<file path="src/rtl/edist_pkg.sv">
// Package for the edit distance engine: constants, codes, FSM and control types,
// and the saturating helpers of the cost update. No dependencies.
package edist_pkg;

    localparam int MAX_PATTERN_DEF = 31;
    localparam int PATTERN_STORE   = 31;
    localparam int CHAR_W          = 8;
    localparam int COST_W          = 8;
    localparam int LEN_W           = 5;
    localparam int CFG_DATA_W      = 64;
    localparam int CFG_INDEX_W     = 3;
    localparam int PATTERN_WORDS   = 4;
    localparam int POS_W           = 5;

    typedef enum logic [CFG_INDEX_W-1:0] {
        CFG_PATTERN_LENGTH  = 3'd0,
        CFG_PATTERN_CHARS_0 = 3'd1,
        CFG_PATTERN_CHARS_1 = 3'd2,
        CFG_PATTERN_CHARS_2 = 3'd3,
        CFG_PATTERN_CHARS_3 = 3'd4
    } cfg_index_t;

    typedef enum logic {
        KIND_CHAR = 1'b0,
        KIND_END  = 1'b1
    } kind_t;

    typedef enum logic [1:0] {
        ST_IDLE,
        ST_ROW,
        ST_END
    } state_t;

    typedef struct packed {
        logic rd_en;
        logic wr_en;
        logic clear;
    } row_ctl_t;

    function automatic logic [COST_W-1:0] sat_add(input logic [COST_W-1:0] v,
                                                  input logic inc);
        logic [COST_W-1:0] r;
        if (v == {COST_W{1'b1}})
            r = v;
        else
            r = v + {{(COST_W-1){1'b0}}, inc};
        return r;
    endfunction

    function automatic logic [COST_W-1:0] min3(input logic [COST_W-1:0] a,
                                               input logic [COST_W-1:0] b,
                                               input logic [COST_W-1:0] c);
        logic [COST_W-1:0] m;
        m = (a < b) ? a : b;
        if (c < m)
            m = c;
        return m;
    endfunction

endpackage

</file>
<file path="src/rtl/edist_if.sv">
// Channel interfaces of the edit distance engine: text beats in, distance beats out.
// Depends on edist_pkg for field widths.
interface edist_in_if;
    logic                          valid;
    logic                          ready;
    logic                          kind;
    logic [edist_pkg::CHAR_W-1:0]  text_char;

    modport source (output valid, output kind, output text_char, input ready);
    modport sink   (input valid, input kind, input text_char, output ready);
endinterface

interface edist_out_if;
    logic                          valid;
    logic                          ready;
    logic [edist_pkg::COST_W-1:0]  distance;

    modport source (output valid, output distance, input ready);
    modport sink   (input valid, input distance, output ready);
endinterface

</file>
<file path="src/rtl/edist_cfg_regs.sv">
// Configuration registers: pattern length and the packed pattern characters,
// with the character lookup for the row walk. Depends on edist_pkg.
module edist_cfg_regs (
    input  logic                                clk,
    input  logic                                rst_n,
    input  logic                                cfg_we,
    input  logic [edist_pkg::CFG_INDEX_W-1:0]   cfg_index,
    input  logic [edist_pkg::CFG_DATA_W-1:0]    cfg_data,
    input  logic [edist_pkg::POS_W-1:0]         pos,
    output logic [edist_pkg::CHAR_W-1:0]        pattern_char,
    output logic [edist_pkg::LEN_W-1:0]         pattern_length
);
    import edist_pkg::*;

    logic [LEN_W-1:0]                         length_reg;
    logic [PATTERN_WORDS-1:0][7:0][CHAR_W-1:0] pattern_reg;

    always_ff @(posedge clk or negedge rst_n)
    begin
        if (!rst_n)
        begin
            length_reg  <= '0;
            pattern_reg <= '0;
        end
        else if (cfg_we)
        begin
            case (cfg_index)
                CFG_PATTERN_LENGTH:  length_reg     <= cfg_data[LEN_W-1:0];
                CFG_PATTERN_CHARS_0: pattern_reg[0] <= cfg_data;
                CFG_PATTERN_CHARS_1: pattern_reg[1] <= cfg_data;
                CFG_PATTERN_CHARS_2: pattern_reg[2] <= cfg_data;
                CFG_PATTERN_CHARS_3: pattern_reg[3] <= cfg_data;
                default: ;
            endcase
        end
    end

    assign pattern_char   = pattern_reg[pos[4:3]][pos[2:0]];
    assign pattern_length = length_reg;

endmodule

</file>
<file path="src/rtl/edist_row_mem.sv">
// Cost row store: single-port-per-side synchronous RAM with registered read,
// plus per-entry valid bits; an unwritten entry reads as its index. Depends on edist_pkg.
module edist_row_mem #(
    parameter int DEPTH  = edist_pkg::MAX_PATTERN_DEF + 1,
    parameter int ADDR_W = $clog2(DEPTH)
) (
    input  logic                           clk,
    input  logic                           rst_n,
    input  edist_pkg::row_ctl_t            ctl,
    input  logic [ADDR_W-1:0]              rd_addr,
    input  logic [ADDR_W-1:0]              wr_addr,
    input  logic [edist_pkg::COST_W-1:0]   wr_data,
    output logic [edist_pkg::COST_W-1:0]   rd_value
);
    import edist_pkg::*;

    logic [COST_W-1:0] mem [DEPTH];
    logic [DEPTH-1:0]  valid_reg;
    logic [COST_W-1:0] rd_data_reg;
    logic              rd_valid_reg;
    logic [ADDR_W-1:0] rd_addr_reg;

    always_ff @(posedge clk)
    begin
        if (ctl.wr_en)
            mem[wr_addr] <= wr_data;
        if (ctl.rd_en)
            rd_data_reg <= mem[rd_addr];
    end

    always_ff @(posedge clk or negedge rst_n)
    begin
        if (!rst_n)
        begin
            valid_reg    <= '0;
            rd_valid_reg <= 1'b0;
            rd_addr_reg  <= '0;
        end
        else
        begin
            if (ctl.clear)
                valid_reg <= '0;
            else if (ctl.wr_en)
                valid_reg[wr_addr] <= 1'b1;
            if (ctl.rd_en)
            begin
                rd_valid_reg <= valid_reg[rd_addr];
                rd_addr_reg  <= rd_addr;
            end
        end
    end

    // entry i reads as i until written (the index truncated to COST_W bits)
    assign rd_value = rd_valid_reg ? rd_data_reg : COST_W'(rd_addr_reg);

endmodule

</file>
<file path="src/rtl/edit_distance_engine.sv">
// Top level of the streaming edit distance engine: sequencer, cost datapath,
// output register. Depends on edist_pkg, edist_if, edist_cfg_regs, edist_row_mem.
//
// A text beat (kind 0) walks the cost row held in a synchronous RAM with registered read, one
// entry per cycle: read entry j+1, form the new cost, write it back, while the next
// read is already in flight. A text beat therefore occupies the block for the whole
// walk over entries 1 to min(MAX_PATTERN, 31), as the row RAM has a single read and
// write port. An end beat (kind 1) reads the row at the pattern length and, once the
// output register is free, loads the distance into that register; the row returns to
// 0..length at once through per-entry valid bits, so no clearing pass is needed after
// reset or between texts. Text beats are taken while a distance waits at the output.
module edit_distance_engine #(
    parameter int MAX_PATTERN = edist_pkg::MAX_PATTERN_DEF
) (
    input  logic                                clk,
    input  logic                                rst_n,
    edist_in_if.sink                            text,
    edist_out_if.source                         result,
    input  logic                                cfg_we,
    input  logic [edist_pkg::CFG_INDEX_W-1:0]   cfg_index,
    input  logic [edist_pkg::CFG_DATA_W-1:0]    cfg_data
);
    import edist_pkg::*;

    localparam int ROW_DEPTH = MAX_PATTERN + 1;
    localparam int IDX_W     = $clog2(ROW_DEPTH);
    localparam int ACTIVE    = (MAX_PATTERN < PATTERN_STORE) ? MAX_PATTERN : PATTERN_STORE;

    state_t            state_reg, state_next;
    logic [IDX_W-1:0]  addr_reg, addr_next;
    logic [COST_W-1:0] left_reg, left_next;
    logic [COST_W-1:0] diag_reg, diag_next;
    logic [CHAR_W-1:0] char_reg, char_next;
    logic [COST_W-1:0] count_reg, count_next;
    logic              out_valid_reg, out_valid_next;
    logic [COST_W-1:0] out_data_reg, out_data_next;

    row_ctl_t          row_ctl;
    logic [IDX_W-1:0]  rd_addr;
    logic [COST_W-1:0] rd_value;
    logic [COST_W-1:0] new_cost;
    logic [COST_W-1:0] end_value;
    logic [IDX_W-1:0]  end_addr;
    logic [LEN_W-1:0]  pattern_length;
    logic [CHAR_W-1:0] pattern_char;
    logic [POS_W-1:0]  pos;
    logic              accept;
    logic              out_free;

    edist_cfg_regs u_cfg (
        .clk            (clk),
        .rst_n          (rst_n),
        .cfg_we         (cfg_we),
        .cfg_index      (cfg_index),
        .cfg_data       (cfg_data),
        .pos            (pos),
        .pattern_char   (pattern_char),
        .pattern_length (pattern_length)
    );

    edist_row_mem #(
        .DEPTH  (ROW_DEPTH),
        .ADDR_W (IDX_W)
    ) u_row (
        .clk      (clk),
        .rst_n    (rst_n),
        .ctl      (row_ctl),
        .rd_addr  (rd_addr),
        .wr_addr  (addr_reg),
        .wr_data  (new_cost),
        .rd_value (rd_value)
    );

    assign text.ready      = (state_reg == ST_IDLE);
    assign accept          = text.valid && text.ready;
    assign result.valid    = out_valid_reg;
    assign result.distance = out_data_reg;
    assign out_free        = !out_valid_reg || result.ready;

    always_comb
    begin
        if (32'(pattern_length) > MAX_PATTERN)
            end_addr = IDX_W'(MAX_PATTERN);
        else
            end_addr = IDX_W'(pattern_length);
    end

    assign pos       = POS_W'(32'(addr_reg) - 32'd1);
    assign new_cost  = min3(sat_add(left_reg, 1'b1), sat_add(rd_value, 1'b1),
                            sat_add(diag_reg, (char_reg != pattern_char)));
    assign end_value = (addr_reg == '0) ? count_reg : rd_value;

    always_ff @(posedge clk or negedge rst_n)
    begin
        if (!rst_n)
        begin
            state_reg     <= ST_IDLE;
            count_reg     <= '0;
            out_valid_reg <= 1'b0;
        end
        else
        begin
            state_reg     <= state_next;
            count_reg     <= count_next;
            out_valid_reg <= out_valid_next;
        end
    end

    always_ff @(posedge clk)
    begin
        addr_reg     <= addr_next;
        left_reg     <= left_next;
        diag_reg     <= diag_next;
        char_reg     <= char_next;
        out_data_reg <= out_data_next;
    end

    always_comb
    begin
        state_next     = state_reg;
        addr_next      = addr_reg;
        left_next      = left_reg;
        diag_next      = diag_reg;
        char_next      = char_reg;
        count_next     = count_reg;
        out_data_next  = out_data_reg;
        out_valid_next = out_valid_reg && !result.ready;
        row_ctl        = '0;
        rd_addr        = addr_reg + IDX_W'(1);

        case (state_reg)
            ST_IDLE:
            begin
                if (accept)
                begin
                    row_ctl.rd_en = 1'b1;
                    if (text.kind == KIND_END)
                    begin
                        rd_addr    = end_addr;
                        addr_next  = end_addr;
                        state_next = ST_END;
                    end
                    else
                    begin
                        rd_addr    = IDX_W'(1);
                        addr_next  = IDX_W'(1);
                        count_next = sat_add(count_reg, 1'b1);
                        left_next  = sat_add(count_reg, 1'b1);
                        diag_next  = count_reg;
                        char_next  = text.text_char;
                        state_next = ST_ROW;
                    end
                end
            end
            ST_ROW:
            begin
                row_ctl.wr_en = 1'b1;
                left_next     = new_cost;
                diag_next     = rd_value;
                if (addr_reg == IDX_W'(ACTIVE))
                    state_next = ST_IDLE;
                else
                begin
                    row_ctl.rd_en = 1'b1;
                    addr_next     = addr_reg + IDX_W'(1);
                end
            end
            ST_END:
            begin
                if (out_free)
                begin
                    out_data_next  = end_value;
                    out_valid_next = 1'b1;
                    count_next     = '0;
                    row_ctl.clear  = 1'b1;
                    state_next     = ST_IDLE;
                end
            end
            default:
            begin
                state_next = ST_IDLE;
            end
        endcase
    end

    a_result_from_end: assert property (@(posedge clk) disable iff (!rst_n)
        $rose(out_valid_reg) |-> $past(state_reg == ST_END))
        else $error("distance beat raised outside end handling");

    a_no_idle_write: assert property (@(posedge clk) disable iff (!rst_n)
        (state_reg != ST_ROW) |-> !row_ctl.wr_en)
        else $error("row written outside a row walk");

    a_walk_range: assert property (@(posedge clk) disable iff (!rst_n)
        (state_reg == ST_ROW) |-> (addr_reg != '0) && (32'(addr_reg) <= ACTIVE))
        else $error("row walk address out of range");

    a_walk_step: assert property (@(posedge clk) disable iff (!rst_n)
        (state_reg == ST_ROW) && $past(state_reg == ST_ROW)
            |-> (addr_reg == $past(addr_reg) + IDX_W'(1)))
        else $error("row walk skipped an entry");

endmodule
</file>
<file path="src/flat_wrapper.sv">
// flat-port wrapper written by rule: the top's interface ports become plain ports
module edit_distance_engine_flat import edist_pkg::*;
#(
    parameter int MAX_PATTERN = edist_pkg::MAX_PATTERN_DEF
)
  (clk, rst_n, cfg_we, cfg_index, cfg_data, text_valid, text_kind, text_text_char, text_ready, result_valid, result_distance, result_ready);
  edist_in_if text_i ();
  edist_out_if result_i ();
  input  logic clk;
  input  logic rst_n;
  input  logic cfg_we;
  input  logic [edist_pkg::CFG_INDEX_W-1:0] cfg_index;
  input  logic [edist_pkg::CFG_DATA_W-1:0] cfg_data;
  input wire logic [$bits(text_i.valid)-1:0] text_valid;
  input wire logic [$bits(text_i.kind)-1:0] text_kind;
  input wire logic [$bits(text_i.text_char)-1:0] text_text_char;
  output wire logic [$bits(text_i.ready)-1:0] text_ready;
  output wire logic [$bits(result_i.valid)-1:0] result_valid;
  output wire logic [$bits(result_i.distance)-1:0] result_distance;
  input wire logic [$bits(result_i.ready)-1:0] result_ready;
  assign text_i.valid = text_valid;
  assign text_i.kind = text_kind;
  assign text_i.text_char = text_text_char;
  assign text_ready = text_i.ready;
  assign result_valid = result_i.valid;
  assign result_distance = result_i.distance;
  assign result_i.ready = result_ready;
  edit_distance_engine #(.MAX_PATTERN(MAX_PATTERN)) u_core (.clk(clk), .rst_n(rst_n), .text(text_i), .result(result_i), .cfg_we(cfg_we), .cfg_index(cfg_index), .cfg_data(cfg_data));
endmodule
</file>
<file path="config.mk">
export PLATFORM = sky130hd
export DESIGN_NAME = edit_distance_engine_flat
export DESIGN_NICKNAME = d
export VERILOG_FILES = /design/src/rtl/edist_pkg.sv /design/src/rtl/edist_if.sv /design/src/rtl/edist_cfg_regs.sv /design/src/rtl/edist_row_mem.sv /design/src/rtl/edit_distance_engine.sv /design/src/flat_wrapper.sv
export SDC_FILE = /design/constraint.sdc
export NUM_CORES = 1
export LEC_CHECK = 0
export BUFFER_PORTS_ARGS = -buffer_cell sky130_fd_sc_hd__buf_2
export CORE_MARGIN = 4
export CORE_UTILIZATION = 55
export CTS_CLUSTER_SIZE = 28
export DETAILED_ROUTE_END_ITERATION = 12
export PLACE_DENSITY = 0.72
export SYNTH_ARGS = -nofsm -noshare
export SYNTH_HDL_FRONTEND = slang
export SYNTH_HIERARCHICAL = 1
export SYNTH_SLANG_ARGS = --single-unit
</file>
<file path="constraint.sdc">
create_clock -name clk -period 10.4 [get_ports clk]
set_clock_uncertainty 0.05 [all_clocks]
set_input_delay 1.56 -clock clk [delete_from_list [all_inputs] [get_ports clk]]
set_output_delay 1.56 -clock clk [all_outputs]
set_load 0.01 [all_outputs]
</file>
==> metrics.yaml <==
overflow: 0
vias: 14700
cts_buffers: 59
setup_viol: 0
firstDrtPassIters: 5
outcome: "finished clean"
drt_iter0_drc: 1087
drive_gt1_frac: 0.399
synth_cells: 1615
routed_wl_mm: 58.5
crit_fanout: 40
synth_area_mm2: 0.0269
routabilityCongestion: 0.846
io_buffer_count: 90
relSlewSlack: 0.148
nNetsFinal: 1810
tightest_slew_ns: 1.27
synth_edf_count: 301
synth-seq-area-share: 0.623
wl_per_cell_um: 24.7
clockRootBuffer: "clkbuf_16"
post_cts_resize_count: 0
synth_area_per_cell_um2: 16.7
fmax_ghz: 0.126
antenna_found_initial: 13
crit_path_start_kind: "flop"
synth_seq_cells: 611
rsz0062_at_grt: "false"
required_ns: 10.84
postCtsSetupBuffers: 0
layout_commonest_cell: "dfrtp_1"
die_h_um: 229
syn_to_final_growth_pct: 11.5
drc: 0
critPathBufInv: 4
core_area_mm2: 0.0480
p_per_area_mw_per_mm2: 359
die_w_um: 229
die_area_mm2: 0.0526
tritoncts: "built"
initial_utilization: 0.561
grt_max_degree: 111
synthFlopType: "dfrtp_1"
ant_nets: 0
slew_viol_final: 0
synth-warning-count: 6
grt.total_usage: 0.226
synth.distinct_cells: 56
maxCapViolations: 0
peakVddDrop_v: 0.000251
setup_slack_ns: 2.43
leakage_nw: 11.5
num_rows: 80
cts_sinks: 611
cp_top_family: "multiplexers"
hold_viol: 0
insertion_delay_ns: 0.62
syn_nets: 1718
postCtsHoldBufs: 0
grt_pass1_vias: 15600
vias_per_cell: 6.18
cts_buffer_depth: 3
fin_tns_setup_ns: 0
clk_pin_slew_ns: 0.06
slowest_stage: "mux2i_2"
htree_levels: 2
worstPathArrival_ns: 8.41
dp_hpwl_mm: 36.4
layout_common_cells: "310 x dfrtp_1, 301 x edfxtp_1, 298 x mux2_2"
fillers: 3468
hold_class: "flop to flop"
cp-end-kind: "flop"
dp_slack_ns: 2.41
slowest_delay_ns: 0.95
grt_pass1_wl_mm: 92.4
fin_crit_ns: 7.97
setup.worst_path.class: "flop to flop"
period_share: 0.766
synthArstFlopShare: 0.507
pin_count: 91
-- cell usage after synthesis (20+ instances only) --
library cell	n	share of area
ha_1	22	0.010
edfxtp_1	301	0.34
nor2_1	120	0.017
dfrtp_1	310	0.29
o21ai_0	32	0.0059
clkbuf_1	55	0.0077
xor2_1	20	0.0065
mux4_2	166	0.14
nand3_1	24	0.0045
a21oi_1	21	0.0039
inv_1	22	0.0031
nand2_1	64	0.0089
mux2_2	298	0.12
-- layout make-up --
type / instances / area (um2) / area share
Clock inverter: 30 / 310 / 0.0103
Sequential cell: 611 / 16800 / 0.559
Inverter: 23 / 86.3 / 0.00287
Antenna cell: 4 / 10.0 / 0.000333
Multi-Input combinational cell: 895 / 9790 / 0.326
Tap cell: 615 / 769 / 0.0256
Timing Repair Buffer: 117 / 688 / 0.0229
Clock buffer: 77 / 1590 / 0.0531
-- metrics by stage --
step	instances	total power, W	hold slack [ns]	utilization	instance area [um2]
6_report	2372	0.0108	0.447	0.625	30000
5_1_grt	2370	0.0114	0.467	0.625	30000
4_1_cts	2368	0.0109	0.448	0.625	30000
3_5_place_dp	2261	0.00878	0.434	0.585	28100
3_3_place_gp	2261	0.00864	0.424	0.585	28100
2_1_floorplan	1615	0.00744	0.411	-	26900
-- per-layer routing --
| layer | part of all wire | GRT usage | vias to the layer above |
|---|---|---|---|
| li1 | - | - | 6387 |
| met1 | 0.41 | 0.315 | 7728 |
| met2 | 0.50 | 0.372 | 434 |
| met3 | 0.062 | 0.0458 | 104 |
| met4 | 0.021 | 0.0557 | 16 |
| met5 | 0.0016 | 0 | - |
-- path summary, 6_finish.rpt --
path	to	cells after the start	slack (ns)	from
worst max-delay path	u_core/left_reg[4]$_DFFE_PP_	27	2.43	u_core/addr_reg[0]$_DFFE_PP_
worst min-delay path	u_core/u_row/valid_reg[30]$_DFFE_PN0P_	2	0.45	u_core/u_row/valid_reg[30]$_DFFE_PN0P_
worst max register to register	u_core/left_reg[4]$_DFFE_PP_	27	2.43	u_core/addr_reg[0]$_DFFE_PP_
worst min register to register	u_core/u_row/valid_reg[30]$_DFFE_PN0P_	2	0.45	u_core/u_row/valid_reg[30]$_DFFE_PN0P_
max in group asynchronous	u_core/u_cfg/pattern_reg[209]$_DFFE_PN0P_	3	7.20	rst_n
min in group asynchronous	u_core/u_cfg/pattern_reg[45]$_DFFE_PN0P_	1	0.93	rst_n
-- kinds of logic (layout without fill, tap and decap cells) --
| group | after synthesis | after routing | synth area share |
|---|---|---|---|
| AO/OA/AOI/OAI | 84 | 84 | 0.0193 |
| XOR/XNOR | 28 | 28 | 0.00910 |
| adder cells (fa/ha/maj) | 23 | 23 | 0.0106 |
| buffers and inverters | 109 | 247 | 0.0184 |
| flip-flops | 611 | 611 | 0.623 |
| multiplexers | 484 | 484 | 0.272 |
| other | 0 | 4 | 0 |
| AND/OR/NAND/NOR | 276 | 276 | 0.0476 |
-- power breakdown --
part | switching [W] | internal [W]
logic | 0.00253 | 0.00198
registers | 0.000272 | 0.00389
clock network | 0.000896 | 0.00121
-- tightest hold or removal path, cell delays in order (launching register included) --
cell	delay, ns
dfrtp_1	0.34
nor2_1	0.05
nor2_1	0.07
(Power assumes the default switching activity.)
